### config.mk
export PLATFORM = sky130hd
export DESIGN_NAME = lzss_hmf_ctl
export DESIGN_NICKNAME = d
export VERILOG_FILES = /design/src/rtl/core/lzss_hmf_pkg.sv /design/src/rtl/core/lzss_hmf_ctl.sv
export SDC_FILE = /design/constraint.sdc
export NUM_CORES = 1
export LEC_CHECK = 0
export BUFFER_PORTS_ARGS = -buffer_cell sky130_fd_sc_hd__buf_2
export CORE_MARGIN = 5
export CORE_UTILIZATION = 47
export CTS_BUF_LIST = sky130_fd_sc_hd__clkbuf_16
export DETAILED_ROUTE_END_ITERATION = 10
export PLACE_DENSITY = 0.78
export SLEW_MARGIN = 0
export SYNTH_ARGS = -nofsm -noshare
export SYNTH_HDL_FRONTEND = slang
export SYNTH_SLANG_ARGS = --single-unit
export TNS_END_PERCENT = 20
### constraint.sdc
create_clock -name clk -period 5.5 [get_ports clk]
set_input_delay 1.65 -clock clk [delete_from_list [all_inputs] [get_ports clk]]
set_output_delay 1.65 -clock clk [all_outputs]
set_load 0.01 [all_outputs]
### src/rtl/core/lzss_hmf_pkg.sv
// Package for the LZSS hash chain match finder.
// Holds sizes, op, link and micro-op codes, controller/datapath structs and helpers.
// No dependencies.
package lzss_hmf_pkg;

	localparam int WinMax      = 4096;
	localparam int MatchMax    = 256;
	localparam int HashEntries = 32768;

	localparam int POS_W  = $clog2(WinMax);
	localparam int WSZ_W  = POS_W + 1;
	localparam int LEN_W  = $clog2(MatchMax) + 1;
	localparam int HASH_W = $clog2(HashEntries);
	localparam int PREV_W = HASH_W + 2;
	localparam int LINK_W = POS_W + 1;

	// Transaction op codes
	localparam logic [1:0] OP_RESET   = 2'd0;
	localparam logic [1:0] OP_PRELOAD = 2'd1;
	localparam logic [1:0] OP_ADVANCE = 2'd2;
	localparam logic [1:0] OP_SEARCH  = 2'd3;

	// Back link kinds
	localparam logic [1:0] KIND_NONE = 2'd0;
	localparam logic [1:0] KIND_HEAD = 2'd1;
	localparam logic [1:0] KIND_NODE = 2'd2;

	// Configuration register indexes
	localparam logic CFG_WINDOW  = 1'b0;
	localparam logic CFG_MAXLEN  = 1'b1;

	// Datapath micro-ops
	localparam logic [4:0] UOP_NOP      = 5'd0;
	localparam logic [4:0] UOP_LATCH    = 5'd1;
	localparam logic [4:0] UOP_INIT     = 5'd2;
	localparam logic [4:0] UOP_CLEAR    = 5'd3;
	localparam logic [4:0] UOP_PRELOAD  = 5'd4;
	localparam logic [4:0] UOP_UNL_RD   = 5'd5;
	localparam logic [4:0] UOP_UNL_WR1  = 5'd6;
	localparam logic [4:0] UOP_UNL_WR2  = 5'd7;
	localparam logic [4:0] UOP_WBYTE    = 5'd8;
	localparam logic [4:0] UOP_HASH     = 5'd9;
	localparam logic [4:0] UOP_HEAD_RD  = 5'd10;
	localparam logic [4:0] UOP_LINK1    = 5'd11;
	localparam logic [4:0] UOP_LINK2    = 5'd12;
	localparam logic [4:0] UOP_STEP     = 5'd13;
	localparam logic [4:0] UOP_S_START  = 5'd14;
	localparam logic [4:0] UOP_S_NEXT   = 5'd15;
	localparam logic [4:0] UOP_S_CAP    = 5'd16;
	localparam logic [4:0] UOP_CMP      = 5'd17;
	localparam logic [4:0] UOP_EVAL     = 5'd18;
	localparam logic [4:0] UOP_LOAD_OUT = 5'd19;

	typedef struct packed {
		logic [4:0] uop;
	} ctl_cmd_t;

	typedef struct packed {
		logic [1:0] op;
		logic       reg_pos;
		logic       hash_done;
		logic       clr_last;
		logic       unl_linked;
		logic       unl_has;
		logic       chain_end;
		logic       cmp_done;
		logic       eval_full;
		logic       out_free;
	} dp_status_t;

	// Ring address pos + k, wrapped once at the window size
	function automatic logic [POS_W-1:0] ring_add(input logic [POS_W-1:0] pos,
			input logic [LEN_W-1:0] k, input logic [WSZ_W-1:0] w);
		logic [WSZ_W-1:0] s;
		s = {1'b0, pos} + WSZ_W'(k);
		if (s >= w) begin
			s = s - w;
		end
		return s[POS_W-1:0];
	endfunction

	// Hash contribution of byte idx of the four hashed bytes
	function automatic logic [HASH_W-1:0] hash_term(input logic [1:0] idx,
			input logic [7:0] b);
		logic [HASH_W-1:0] t;
		case (idx)
			2'd0: t = HASH_W'(b);
			2'd1: t = HASH_W'({b, 3'b0});
			2'd2: t = HASH_W'({b, 5'b0});
			default: t = HASH_W'({b, 7'b0});
		endcase
		return t;
	endfunction

	function automatic logic [WSZ_W-1:0] clamp_win(input logic [WSZ_W-1:0] ws);
		logic [WSZ_W-1:0] w;
		w = ws;
		if (ws < WSZ_W'(16)) begin
			w = WSZ_W'(16);
		end else if (ws > WSZ_W'(WinMax)) begin
			w = WSZ_W'(WinMax);
		end
		return w;
	endfunction

	function automatic logic [LEN_W-1:0] clamp_len(input logic [LEN_W-1:0] ml,
			input logic [WSZ_W-1:0] w);
		logic [LEN_W-1:0] l;
		logic [WSZ_W-1:0] half;
		l = ml;
		half = w >> 1;
		if (ml < LEN_W'(4)) begin
			l = LEN_W'(4);
		end else if (ml > LEN_W'(MatchMax)) begin
			l = LEN_W'(MatchMax);
		end
		if ({1'b0, w} < {l, 1'b0}) begin
			l = LEN_W'(half - WSZ_W'(1));
		end
		return l;
	endfunction

endpackage

### src/rtl/core/lzss_hmf_ctl.sv
// Controller of the LZSS hash chain match finder.
// Sequences datapath micro-ops per transaction; uses lzss_hmf_pkg.
module lzss_hmf_ctl
	import lzss_hmf_pkg::*;
(
	input  logic       clk,
	input  logic       arst_n,
	input  logic       in_valid,
	output logic       in_stall,
	input  dp_status_t sts,
	output ctl_cmd_t   cmd
);

	localparam logic [4:0] ST_IDLE    = 5'd0;
	localparam logic [4:0] ST_DISP    = 5'd1;
	localparam logic [4:0] ST_INIT    = 5'd2;
	localparam logic [4:0] ST_CLEAR   = 5'd3;
	localparam logic [4:0] ST_PRELOAD = 5'd4;
	localparam logic [4:0] ST_URD     = 5'd5;
	localparam logic [4:0] ST_UWR1    = 5'd6;
	localparam logic [4:0] ST_UWR2    = 5'd7;
	localparam logic [4:0] ST_WBYTE   = 5'd8;
	localparam logic [4:0] ST_HASH    = 5'd9;
	localparam logic [4:0] ST_HEADRD  = 5'd10;
	localparam logic [4:0] ST_LINK1   = 5'd11;
	localparam logic [4:0] ST_LINK2   = 5'd12;
	localparam logic [4:0] ST_STEP    = 5'd13;
	localparam logic [4:0] ST_SSTART  = 5'd14;
	localparam logic [4:0] ST_STEST   = 5'd15;
	localparam logic [4:0] ST_SNEXT   = 5'd16;
	localparam logic [4:0] ST_SCAP    = 5'd17;
	localparam logic [4:0] ST_CMP     = 5'd18;
	localparam logic [4:0] ST_EVAL    = 5'd19;
	localparam logic [4:0] ST_FIN     = 5'd20;

	logic [4:0] state_q, state_d;
	logic       boot_q;
	logic [4:0] after_unl;

	assign in_stall = (state_q != ST_IDLE);
	assign after_unl = (sts.op == OP_SEARCH) ? ST_FIN : ST_WBYTE;

	// Next state and micro-op
	always_comb begin
		state_d = state_q;
		cmd.uop = UOP_NOP;
		case (state_q)
			ST_IDLE: begin
				if (in_valid) begin
					cmd.uop = UOP_LATCH;
					state_d = ST_DISP;
				end
			end
			ST_DISP: begin
				case (sts.op)
					OP_RESET:   state_d = ST_INIT;
					OP_PRELOAD: state_d = ST_PRELOAD;
					OP_ADVANCE: state_d = ST_URD;
					default:    state_d = ST_HASH;
				endcase
			end
			ST_INIT: begin
				cmd.uop = UOP_INIT;
				state_d = ST_CLEAR;
			end
			ST_CLEAR: begin
				cmd.uop = UOP_CLEAR;
				if (sts.clr_last) begin
					state_d = boot_q ? ST_IDLE : ST_FIN;
				end
			end
			ST_PRELOAD: begin
				cmd.uop = UOP_PRELOAD;
				state_d = ST_FIN;
			end
			ST_URD: begin
				cmd.uop = UOP_UNL_RD;
				state_d = ST_UWR1;
			end
			ST_UWR1: begin
				cmd.uop = UOP_UNL_WR1;
				state_d = (sts.unl_linked && sts.unl_has) ? ST_UWR2 : after_unl;
			end
			ST_UWR2: begin
				cmd.uop = UOP_UNL_WR2;
				state_d = after_unl;
			end
			ST_WBYTE: begin
				cmd.uop = UOP_WBYTE;
				state_d = sts.reg_pos ? ST_HASH : ST_STEP;
			end
			ST_HASH: begin
				cmd.uop = UOP_HASH;
				if (sts.hash_done) begin
					state_d = ST_HEADRD;
				end
			end
			ST_HEADRD: begin
				cmd.uop = UOP_HEAD_RD;
				state_d = (sts.op == OP_SEARCH) ? ST_SSTART : ST_LINK1;
			end
			ST_LINK1: begin
				cmd.uop = UOP_LINK1;
				state_d = ST_LINK2;
			end
			ST_LINK2: begin
				cmd.uop = UOP_LINK2;
				state_d = ST_STEP;
			end
			ST_STEP: begin
				cmd.uop = UOP_STEP;
				state_d = ST_FIN;
			end
			ST_SSTART: begin
				cmd.uop = UOP_S_START;
				state_d = ST_STEST;
			end
			ST_STEST: begin
				state_d = sts.chain_end ? ST_FIN : ST_SNEXT;
			end
			ST_SNEXT: begin
				cmd.uop = UOP_S_NEXT;
				state_d = ST_SCAP;
			end
			ST_SCAP: begin
				cmd.uop = UOP_S_CAP;
				state_d = ST_CMP;
			end
			ST_CMP: begin
				cmd.uop = UOP_CMP;
				if (sts.cmp_done) begin
					state_d = ST_EVAL;
				end
			end
			ST_EVAL: begin
				cmd.uop = UOP_EVAL;
				state_d = sts.eval_full ? ST_URD : ST_STEST;
			end
			ST_FIN: begin
				if (sts.out_free) begin
					cmd.uop = UOP_LOAD_OUT;
					state_d = ST_IDLE;
				end
			end
			default: state_d = ST_IDLE;
		endcase
	end

	// State register; boot starts with the chain clearing pass
	always_ff @(posedge clk or negedge arst_n) begin
		if (!arst_n) begin
			state_q <= ST_CLEAR;
			boot_q  <= 1'b1;
		end else begin
			state_q <= state_d;
			if (state_q == ST_CLEAR && sts.clr_last) begin
				boot_q <= 1'b0;
			end
		end
	end

endmodule

==> results.md, run 1 <==
- The path class of the lowest-slack min-delay path is reg -> reg.
- The number of register bits inferred by synthesis is 6.
- The arrival time of the worst setup path is 2.43 ns.
- The number of placement rows is 15.
- The synthesized design spends more area on one cell type than any other, namely sky130_fd_sc_hd__dfstp_2.
- For the pin with the worst max-slew slack, the measured transition is 0.6767 ns.
- The critical path's largest stage delay is 0.25 ns.
- The routed wire length per instance is 16.62 microns.
- The die boundary width is 51.73 microns.
- The combinational share of power is 53.9%.
- The pin count of the biggest net entering global routing is 25.
- The total overflow left after global routing is 0.
- The final route contains 972 vias.
- Summed over all nets, the switching power comes to 0.2799 mW.
- Net switching is 48.00% of the power.
- The flow ran to the end, and the final reports show no timing, DRC or antenna violations.
- The clock period could shrink to 4.082 ns.
- IR analysis of the VDD net gives a maximum drop of 367.5 uV.
- The via count normalized by instance count is 6.523.
- The worst setup path is launched from an input pin.
- The final net count is 151.
- The number of failing setup endpoints in the final timing report is 0.
- A synthesized cell averages 6.935 sq um.
- The met3 routing resource usage after global routing is 6.304%.
- The vertical die dimension is 51.73 microns.
- STA puts the critical path data required time at 3.85 ns.
- The number of hold buffers added after CTS was 0.
- Setup repair after global routing left no endpoint under its margin.
- The reported leakage power is 0.4114 nW.
- The first routing iteration left 62 violations.
- The I/O pin total is 20.
- The port buffer count is 19.
- The standard cell with the maximum stage delay on the critical path is sky130_fd_sc_hd__a32oi_1.
- The netlist uses 45 different library cells.
- The path type of the worst setup path is in -> out.
- Post-CTS timing repair inserted 0 buffers for setup.
- The maximum count of clock buffers along a single path is 2.
- In the routed design, unresolved DRC markers number 0.
- The worst-skew pair later-pin latency is 0.23 ns.
- When the netlist entered floorplanning its net count stood at 136.
- The clock-pin slew reported for the worst setup and hold paths after clock tree synthesis is 0.03 ns.
- For this run, the register share of the synthesized area comes to 18.81%.
- In the global route stage, met2 resource usage came out at 31.36%.
- The ratio of final minimum period to clock period is 74.21%.
- The internal power of the cells totals 0.3032 mW.
- By area the synthesized netlist is led by sky130_fd_sc_hd__dfstp_2 9.6%, sky130_fd_sc_hd__dfrtp_1 9.2%, sky130_fd_sc_hd__a21oi_1 6.7%, sky130_fd_sc_hd__ha_1 6.1%, sky130_fd_sc_hd__o21ai_0 6.1%.
- The final max-slew violation count came to 0.
- The number of gates resized after CTS was 0.
- Of all flip-flops after synthesis, the portion carrying an async set or reset was 100.0%.
- The kind of cell with the highest combined delay along the critical path is compound AO/OA/AOI/OAI gates.
- The clock skew after layout is 0.005735 ns.
- The cell count after synthesis came out at 118.
- Across the run, the number of max-cap violations was 0.
- The final HPWL from detailed placement is 1780 microns.
- The placed cell count is 145.
- The overall routed net length is 2476 microns.
- The placement-stage worst setup slack is 1.432 ns.
- The area of the core is 0.001689 sq mm.
- The most common cell type on the critical path is sky130_fd_sc_hd__buf_2.
- The combined global-route utilization of all metal layers is 19.49%.
- The CTS tree is yes.
- In this run the biggest area consumer among cell types represents 9.633% of the synthesized area.
- Along the worst path, the maximum fanout reaches 4.
- The final count of hold timing violations is 0.
- The power density of the placed cells is 604.4 mW/mm^2.
- In the final timing run, aggregate negative setup slack is 0 ns.
- Relative to the synthesized area, the layout overhead comes to 17.89%.
- Summing every instance area after synthesis gives 818.3 sq um.
- In this run the clock root is driven by a sky130_fd_sc_hd__clkbuf_16.
- The clock share of power is 21.0%.
- The number of warning messages in the yosys log is 0.
- The number of clock buffers inserted by TritonCTS is 3.
- The ratio of cells with drive above 1 in the final layout is 21.21%.
- The number of optimization iterations in the first detailed-route pass is 5.
- The initial utilization of the core area, before any placement, comes to 48.44%.
- The share of total power dissipated in sequential elements is 25.1%.
- The critical path goes through buf_2 -> nand2b_1 -> a32oi_1 -> o22ai_1 -> buf_2.
- The antenna violation net count after detailed routing is 0.
- met2 is the most crowded layer.
- For this design, the sink count on the clock tree is 6.
- The buffers plus inverters on the worst setup path is 2.
- The final instance count without filler cells is 149.
- The setup slack of the critical path after layout is 1.418 ns.
- CTS built an H-tree with a depth of 1.
- The floorplan step defined a die boundary enclosing 0.002675 sq mm.
- The initial antenna violation count came to 0.
- In this run, synthesis inferred 0 flip-flops with an integrated enable.
- The via count of the first global-routing pass was 935.
- For this run, global-route usage on met1 was measured as 22.63%.
- The repair_antennas step left the layout with diodes totalling 0.
- For this run, the leading register cell type out of synthesis is sky130_fd_sc_hd__dfstp_2.
- The upper clock frequency limit is 0.2450 GHz.
- The worst max-slew margin expressed relative to the limit is 54.89%.
- The global-route wire length before repair is 3974 microns.
- STA classifies the critical path endpoint as an output pin.
- Routability-driven placement finished with a final weighted congestion of 0.9143.
## worst min-delay path: stages, from the launching register on
cell                      delay [ns]
sky130_fd_sc_hd__dfstp_2        0.36
sky130_fd_sc_hd__inv_1          0.04
sky130_fd_sc_hd__a41oi_1        0.04
## area by class of cell
class,count,area [sq um]
clock buffer,3,75.07
clock inverter,1,3.754
fill,159,724.4
inverter,6,22.52
multi-input combinational,97,593.1
sequential,6,153.9
tap,17,21.27
timing repair buffer,19,95.09
## registers in the layout, indices dropped and copies added (netlist names)
signal and count:
state_q 5, boot_q 1
## cells by family (layout without fill, tap and decap cells)
family / count (synthesis) / after routing / share of synthesized area [%]
simple gates: 47 / 47 / 28.60
compound gates: 45 / 45 / 36.70
buf+inv: 15 / 29 / 8.715
flops: 6 / 6 / 18.81
fa+ha+maj: 4 / 4 / 6.116
xor+xnor: 1 / 1 / 1.071
## metrics by stage
| stage | power, mW | cell area, sq um | util [%] | hold slack, ns |
|---|---|---|---|---|
| 4_1_cts | 0.5761 | 964.7 | 57.11 | 0.4474 |
| 6_report | 0.5831 | 964.7 | 57.11 | 0.4473 |
| 2_1_floorplan | 0.3730 | 818.3 | - | 0.4244 |
| 3_3_place_gp | 0.4419 | 885.9 | 52.44 | 0.4386 |
| 3_5_place_dp | 0.4497 | 885.9 | 52.44 | 0.4417 |
| 5_1_grt | 0.6260 | 964.7 | 57.11 | 0.4757 |
## synth_stat cells (2+ instances only)
master	instances
sky130_fd_sc_hd__nand3_1	3
sky130_fd_sc_hd__dfrtp_1	3
sky130_fd_sc_hd__or2_1	2
sky130_fd_sc_hd__ha_1	4
sky130_fd_sc_hd__o21ai_0	10
sky130_fd_sc_hd__a21oi_1	11
sky130_fd_sc_hd__o22ai_1	3
sky130_fd_sc_hd__nor2_1	12
sky130_fd_sc_hd__dfstp_2	3
sky130_fd_sc_hd__a221oi_1	2
sky130_fd_sc_hd__nor4_1	2
sky130_fd_sc_hd__nand2b_1	6
sky130_fd_sc_hd__nor2b_1	3
sky130_fd_sc_hd__buf_2	3
sky130_fd_sc_hd__a31oi_1	4
sky130_fd_sc_hd__nor3_1	2
sky130_fd_sc_hd__inv_1	6
sky130_fd_sc_hd__nand2_1	10
sky130_fd_sc_hd__clkbuf_1	3
## path summary, 6_finish.rpt
path	start	to	slack [ns]	depth (start not counted)
hold reg to reg	boot_q	boot_q	0.45	2
setup / recovery	sts[0]	cmd[1]	1.42	5
hold / removal	boot_q	boot_q	0.45	2
setup reg to reg	state_q[2]	state_q[1]	3.38	5
min in group asynchronous	arst_n	state_q[2]	1.23	1
max in group asynchronous	arst_n	state_q[0]	4.04	1
## power by group through the flow
stage	clock network, mW	registers (mW)	logic [mW]
3_5_place_dp	0	0.142	0.307
4_1_cts	0.122	0.142	0.312
3_3_place_gp	0	0.141	0.301
2_1_floorplan	0	0.0855	0.287
6_report	0.122	0.146	0.314
5_1_grt	0.125	0.150	0.351
## layout by cell type, fill, tap and decap left out, types with 2 or more instances in the layout
cell	netlist	final
sky130_fd_sc_hd__buf_2	3	19
sky130_fd_sc_hd__nor2_1	12	12
sky130_fd_sc_hd__a21oi_1	11	11
sky130_fd_sc_hd__nand2_1	10	10
sky130_fd_sc_hd__o21ai_0	10	10
sky130_fd_sc_hd__inv_1	6	7
sky130_fd_sc_hd__nand2b_1	6	6
sky130_fd_sc_hd__a31oi_1	4	4
sky130_fd_sc_hd__ha_1	4	4
sky130_fd_sc_hd__nor2b_1	3	3
sky130_fd_sc_hd__o22ai_1	3	3
sky130_fd_sc_hd__nand3_1	3	3
sky130_fd_sc_hd__dfstp_2	3	3
sky130_fd_sc_hd__clkbuf_16	0	3
sky130_fd_sc_hd__dfrtp_1	3	3
sky130_fd_sc_hd__or2_1	2	2
sky130_fd_sc_hd__nor4_1	2	2
sky130_fd_sc_hd__nor3_1	2	2
sky130_fd_sc_hd__a221oi_1	2	2
## per-layer routing
metal  vias to the layer above  part of all wire (%)  routed length, microns
met5                         -                     0                       0
met4                         0                   2.9                      72
met3                        10                    11                     265
met2                        70                    47                    1153
met1                       431                    40                     985
li1                        461                     -                       -
No activity file was read; power rests on OpenSTA's default activity.
==> run 2: changes to the inputs <==
--- a/config.mk
+++ b/config.mk
@@ -10,7 +10,7 @@
 export CORE_UTILIZATION = 47
 export CTS_BUF_LIST = sky130_fd_sc_hd__clkbuf_16
 export DETAILED_ROUTE_END_ITERATION = 10
-export PLACE_DENSITY = 0.78
+export PLACE_DENSITY = 0.8
 export SLEW_MARGIN = 0
 export SYNTH_ARGS = -nofsm -noshare
 export SYNTH_HDL_FRONTEND = slang
==> constraint.sdc (replaced) <==
create_clock -name clk -period 3.37 [get_ports clk]
set_input_delay 1.011 -clock clk [delete_from_list [all_inputs] [get_ports clk]]
set_output_delay 1.011 -clock clk [all_outputs]
set_load 0.01 [all_outputs]
==> results.md, run 2 (synthesized netlist as in run 1, its figures left out) <==
- The analysis attributes to cell leakage a power of 0.4166 nW.
- The standard cell with the maximum stage delay on the critical path is sky130_fd_sc_hd__dfrtp_1.
- The critical path goes through nand2b_1 -> or2_1 -> o21ai_0 -> a21o_1 -> buf_2.
- Headroom to the max-slew limit came out at 56.07%.
- For this run, the number of standard cells in the final layout without fillers is 150.
- The full die area is 0.002675 sq mm.
- The capture point of the worst reg-to-reg path is state_q[1].
- In this run, CTS created clock tree buffers numbering 3.
- The die is 51.73 microns wide.
- The final total power is 0.9486 mW.
- The endpoint of the worst setup timing path is cmd[3].
- The cell family contributing the most delay on the critical path is flip-flops.
- The detail route stage leaves a number of antenna-violating nets equal to 0.
- The placement-stage worst setup slack is 0.6331 ns.
- In the routed layout, each cell is associated on average with a via count of 6.547.
- The global-route wire length before repair is 3767 microns.
- The total area inside the core boundary comes to 0.001689 sq mm.
- The highest net fanout along the worst path is 18.
- The pin count of the biggest net entering global routing is 25.
- The buffers plus inverters on the worst setup path is 1.
- The number of placement rows is 15.
- The initial antenna violation count is 0.
- The time the final worst path needs with I/O delays and setup is 2.873 ns.
- The placed cell count is 146.
- The die is 51.73 microns tall.
- Clock tree synthesis found a total of 6 sinks.
- The total DRC errors in the routed layout is 0.
- 20 I/O pins were placed.
- The start point of the critical path is state_q[4].
- Once the floorplan was initialized, standard cells occupied 48.44% of the core.
- The sort of element at the start of the critical path is a register.
- Based on the critical path, the design can be clocked at up to 0.3480 GHz.
- In the finished design, the share of the clock period the worst path needs comes to 85.26%.
- The peak supply drop is 417.6 uV.
- The final HPWL from detailed placement is 1630 microns.
- In this run the number of H-tree levels came out at 1.
- The leftover overflow at the end of global routing is 0.
- Setup repair after global routing left no endpoint under its margin.
- TritonCTS built the clock tree.
- The final net count is 152.
- The routability-driven placement congestion ratio is 0.9051.
- Counting flops per register, the top entry is state_q.
- The measured slew at the worst slew-check pin is 0.6590 ns.
- The register with the most flip-flops in the layout has 5 of them.
- The number of failing setup endpoints in the final timing report is 0.
- The post-CTS repair timing setup buffer count is 0.
- The worst-skew pair later-pin latency is 0.23 ns.
- In this run, post-CTS hold repair placed 0 buffers.
- In this run, the number of DRC markers left after iteration 0 of detailed routing was 31.
- Max-cap violations in this run came to 0.
- The origin of the critical flop-to-flop path is state_q[2].
- The largest single stage delay on the critical path is 0.70 ns.
- The required time at the worst-slack endpoint is 2.36 ns.
- The combined global-route utilization of all metal layers is 18.60%.
- Dividing total power by cell area gives a power density of 975.8 mW/mm^2.
- For this block, the routed nets add up to 2349 microns of wire.
- The logic depth of the worst register-to-register path is 5.
- After detailed routing, the average wire length per cell comes to 15.66 microns.
- In the final layout, the registers with the most flip-flops are state_q x5, boot_q x1.
- Leaving out fill and tap cells, the most frequent cells in the layout are 19 x sky130_fd_sc_hd__buf_2, 12 x sky130_fd_sc_hd__nor2_1, 11 x sky130_fd_sc_hd__a21oi_1, 10 x sky130_fd_sc_hd__nand2_1, 10 x sky130_fd_sc_hd__o21ai_0.
- The clock-pin slew reported for the worst setup and hold paths after clock tree synthesis is 0.04 ns.
- The number of diodes is 0.
- The buffer cell driving the clock tree root is sky130_fd_sc_hd__clkbuf_16.
- The final count of hold timing violations is 0.
- The port buffer count is 19.
- STA puts the critical path data arrival time at 1.86 ns.
- The total negative slack for setup checks is 0 ns.
- The number of optimization iterations in the first detailed-route pass is 4.
- The kind of capture point of the worst setup path is an output pin.
- The path type of the worst setup path is reg -> out.
- The via count of the first global-routing pass was 889.
- The run finished with clean final reports.
- The area growth from synthesis to layout is 18.81%.
- The setup slack of the critical path after layout is 0.4967 ns.
- The clock skew after layout is 0.0007328 ns.
- The ratio of cells with drive above 1 in the final layout is 21.80%.
- The maximum count of clock buffers along a single path is 2.
- The most common cell after layout, fill and taps aside is sky130_fd_sc_hd__buf_2.
- The worst setup slack for register-to-register paths is 1.31 ns.
- The worst hold path was traced through 2 stages.
- The critical path crosses 5 cells after its start point.
- The final max-slew violation count is 0.
- Across all layers, the routed design uses 982 vias.
- After clock tree synthesis, the repair step resized 0 gates.
- In this run the worst hold path is classified as reg -> reg.
run 2: cell count changes in the layout (fill, tap and decap cells not counted):
cell | before | now
sky130_fd_sc_hd__buf_4 | 0 | 1
run 2: how the worst min path moves through the flow:
stage	startpoint	end	slack (ns)
global route	boot_q	boot_q	0.47
detailed placement	boot_q	boot_q	0.44
floorplan	boot_q	boot_q	0.42
finish	boot_q	boot_q	0.44
CTS	boot_q	boot_q	0.45
global placement	boot_q	boot_q	0.44
run 2: final cells by class:
cell class | count | area, sq um
fillers | 155 | 716.9
multi-input cells | 97 | 593.1
flip-flops and latches | 6 | 153.9
repair buffers | 20 | 102.6
clock buffers | 3 | 75.07
inverters | 6 | 22.52
well taps | 17 | 21.27
clock inverters | 1 | 3.754
run 2: worst min-delay path, delay by kind of cell, from the launching register on:
kind	cells	cell delay [ns]
compound gates	1	0.04
buf+inv	1	0.05
flops	1	0.36
run 2: report_power, final:
group	leakage, nW	internal (mW)	total, mW	switching (mW)
logic	0.304	0.227	0.524	0.297
registers	0.0703	0.118	0.227	0.109
clock network	0.0423	0.154	0.197	0.0428
total	0.417	0.499	0.949	0.449
run 2: routing by layer:
| layer | track usage [%] | vias up | share of wire [%] |
|---|---|---|---|
| met1 | 22.67 | 446 | 42 |
| met4 | 11.79 | 0 | 2.6 |
| li1 | - | 465 | - |
| met5 | 0 | - | 0 |
| met3 | 1.719 | 6 | 6.7 |
| met2 | 31.14 | 65 | 49 |
run 2: through the flow:
stage / area (sq um) / util, % / hold slack, ns
2_1_floorplan: 818.3 / - / 0.4244
3_3_place_gp: 893.4 / 52.89 / 0.4354
3_5_place_dp: 893.4 / 52.89 / 0.4377
4_1_cts: 972.2 / 57.56 / 0.4473
5_1_grt: 972.2 / 57.56 / 0.4654
6_report: 972.2 / 57.56 / 0.4443
==> run 3: changes to the inputs <==
--- a/config.mk
+++ b/config.mk
@@ -6,6 +6,7 @@
 export NUM_CORES = 1
 export LEC_CHECK = 0
 export BUFFER_PORTS_ARGS = -buffer_cell sky130_fd_sc_hd__buf_2
+export CORE_ASPECT_RATIO = 1.2
 export CORE_MARGIN = 5
 export CORE_UTILIZATION = 47
 export CTS_BUF_LIST = sky130_fd_sc_hd__clkbuf_16
==> results.md, run 3 (synthesized netlist as in run 1, its figures left out) <==
- The worst setup path is captured at an output pin.
- On the final layout, the worst hold slack is 0.4408 ns.
- The number of clock buffers inserted by TritonCTS is 3.
- The final net count is 153.
- The global-route wire length before repair is 3670 microns.
- The final HPWL from detailed placement is 1658 microns.
- The final route contains 1,004 vias.
- The layout filler cell count is 153.
- The detailed router finished its first iteration with 67 violations.
- The number of placement rows is 16.
- The relative area change from synthesis to final layout is 19.88%.
- For the worst setup path, the data arrival time is 1.75 ns.
- The worst hold path passes through 2 cells.
- Broken down by cell family, the worst path's largest delay share belongs to flip-flops.
- Among all stages on the critical path, the largest delay is contributed by sky130_fd_sc_hd__dfstp_2.
- In this run the horizontal extent of the chip is 48.09 microns.
- The H-tree depth is 1.
- The ratio of cells with drive above 1 in the final layout is 22.39%.
- Counting stages on the worst path, the most repeated cell is sky130_fd_sc_hd__a21oi_1.
- The via count of the first global-routing pass is 869.
- The register with the most flip-flops in the layout has 5 of them.
- The buffer cell driving the clock tree root is sky130_fd_sc_hd__clkbuf_16.
- The number of diodes is 0.
- The area of the core is 0.001642 sq mm.
- The max capacitance violation total is 0.
- Walking the worst path, the cells encountered are nand2_1 -> a21oi_1 -> a21oi_1 -> o22ai_1 -> buf_2.
- The routability-driven placement congestion ratio is 0.9156.
- The worst hold path belongs to the class reg -> reg.
- The port buffer count is 19.
- The floorplan step defined a die boundary enclosing 0.002679 sq mm.
- The number of failing setup endpoints in the final timing report is 0.
- The logic depth of the worst setup path including buffers is 5.
- Once the floorplan was initialized, standard cells occupied 49.85% of the core.
- No sink is reached through more buffers than the 2 on the longest clock path.
- The combined global-route utilization of all metal layers is 18.11%.
- Wires add up to 2294 microns.
- Data on the critical path is required at its endpoint by 2.36 ns.
- Clock-pin slew was measured on the worst setup and hold paths at 0.03 ns.
- The worst-skew pair later-pin latency is 0.23 ns.
- Between clock sinks in the finished design, the worst skew comes to 0.004608 ns.
- The multi-input combinational cells in the finished layout cover a total of 593.1 sq um.
- The ratio of final minimum period to clock period is 82.06%.
- For this design the static power due to leakage is 0.4218 nW.
- VDD sags by at most 773.6 uV.
- In the final layout, the registers with the most flip-flops are state_q x5, boot_q x1.
- The largest register by flop count is state_q.
- The clock net in this run drives a total of 6 sinks.
- The top cell types in the final layout, fill and taps aside, are 19 x sky130_fd_sc_hd__buf_2, 12 x sky130_fd_sc_hd__nor2_1, 11 x sky130_fd_sc_hd__a21oi_1, 10 x sky130_fd_sc_hd__nand2_1, 10 x sky130_fd_sc_hd__o21ai_0.
- The CTS tree is yes.
- The flow ran to the end, and the final reports show no timing, DRC or antenna violations.
- The time the final worst path needs with I/O delays and setup is 2.765 ns.
- Setup total negative slack on the finished layout was measured at 0 ns.
- The initial antenna violation count is 0.
- Timing would allow up to 0.3616 GHz.
- The sort of element at the start of the critical path is a register.
- The final count of hold timing violations was 0.
- For this run, design rule violations remaining after detail routing come to 0.
- Post-CTS timing repair inserted 0 buffers for setup.
- The most common cell after layout, fill and taps aside is sky130_fd_sc_hd__buf_2.
- Counting cells, the worst reg-to-reg path comes to 5.
- Setup repair after global routing left no endpoint under its margin.
- From bottom edge to top edge, the die measures 55.71 microns.
- By startpoint and endpoint, the worst setup path is classified as reg -> out.
- The area taken by flip-flops and latches is 153.9 sq um.
- After clock tree synthesis, the flow added hold-fix buffers numbering 0.
- In this run the tightest slew margin relative to its limit is 52.83%.
- The final max-slew violation count was 0.
- In this design, the stage delay of the slowest critical-path cell is 0.72 ns.
- After detailed routing, the number of vias per cell comes to 6.605.
- The pin count of the biggest net entering global routing is 25.
- Gates resized during post-CTS repair numbered 0.
- The antenna violation net count after detailed routing is 0.
- The I/O pin total is 20.
- The power density of the placed cells is 965.7 mW/mm^2.
- The routed wire length per instance is 15.09 microns.
- For the pin with the worst max-slew slack, the measured transition is 0.7075 ns.
- The highest net fanout along the worst path is 19.
- The number of buffers and inverters on the critical path is 1.
- Summed over all layers, the global routing overflow is 0.
- The number of optimization iterations in the first detailed-route pass is 5.
[run 3: cell types whose count changed in the layout (fill, tap and decap cells not counted), sizes merged]
cell / delta
buf: +1
[run 3: layout make-up]
type / count / area share (%)
clock buffer: 3 / 7.653
inverter: 6 / 2.296
multi-input combinational: 97 / 60.46
timing repair buffer: 21 / 11.22
clock inverter: 1 / 0.3827
sequential: 6 / 15.69
tap: 18 / 2.296
[run 3: metal layers]
metal,GRT usage [%],vias to the layer above,part of all wire [%]
met3,5.178,4,12
met5,0,-,0
met4,6.923,0,0.92
li1,-,472,-
met1,24.95,454,40
met2,25.90,74,47
[run 3: worst paths after layout]
kind,from,to,slack (ns)
hold / removal,boot_q,boot_q,0.44
setup reg to reg,state_q[2],state_q[1],1.29
max in group asynchronous,arst_n,boot_q,2.55
setup / recovery,state_q[1],cmd[0],0.60
hold reg to reg,boot_q,boot_q,0.44
min in group asynchronous,arst_n,state_q[2],0.60
[run 3: power by group]
group	internal, mW	switching (mW)	total, mW
clock network	0.154	0.0394	0.193
logic	0.233	0.314	0.547
registers	0.118	0.0892	0.207
[run 3: stage by stage]
stage	area [sq um]	util (%)	instances	total power [mW]	worst slack, ns
floorplan	818.3	-	118	0.6087	0.8725
global placement	902.1	54.95	148	0.7328	0.6609
detailed placement	902.1	54.95	148	0.7428	0.6069
CTS	980.9	59.76	152	0.9423	0.6070
global route	980.9	59.76	152	1.022	0.5206
finish	980.9	59.76	152	0.9473	0.6046
[run 3: worst register-to-register path, delay by kind of cell (launching register included)]
family | cells | cell delay (ns)
AOI/OAI and AO/OA | 3 | 0.80
DFF | 1 | 0.79
and+or+nand+nor | 2 | 0.41
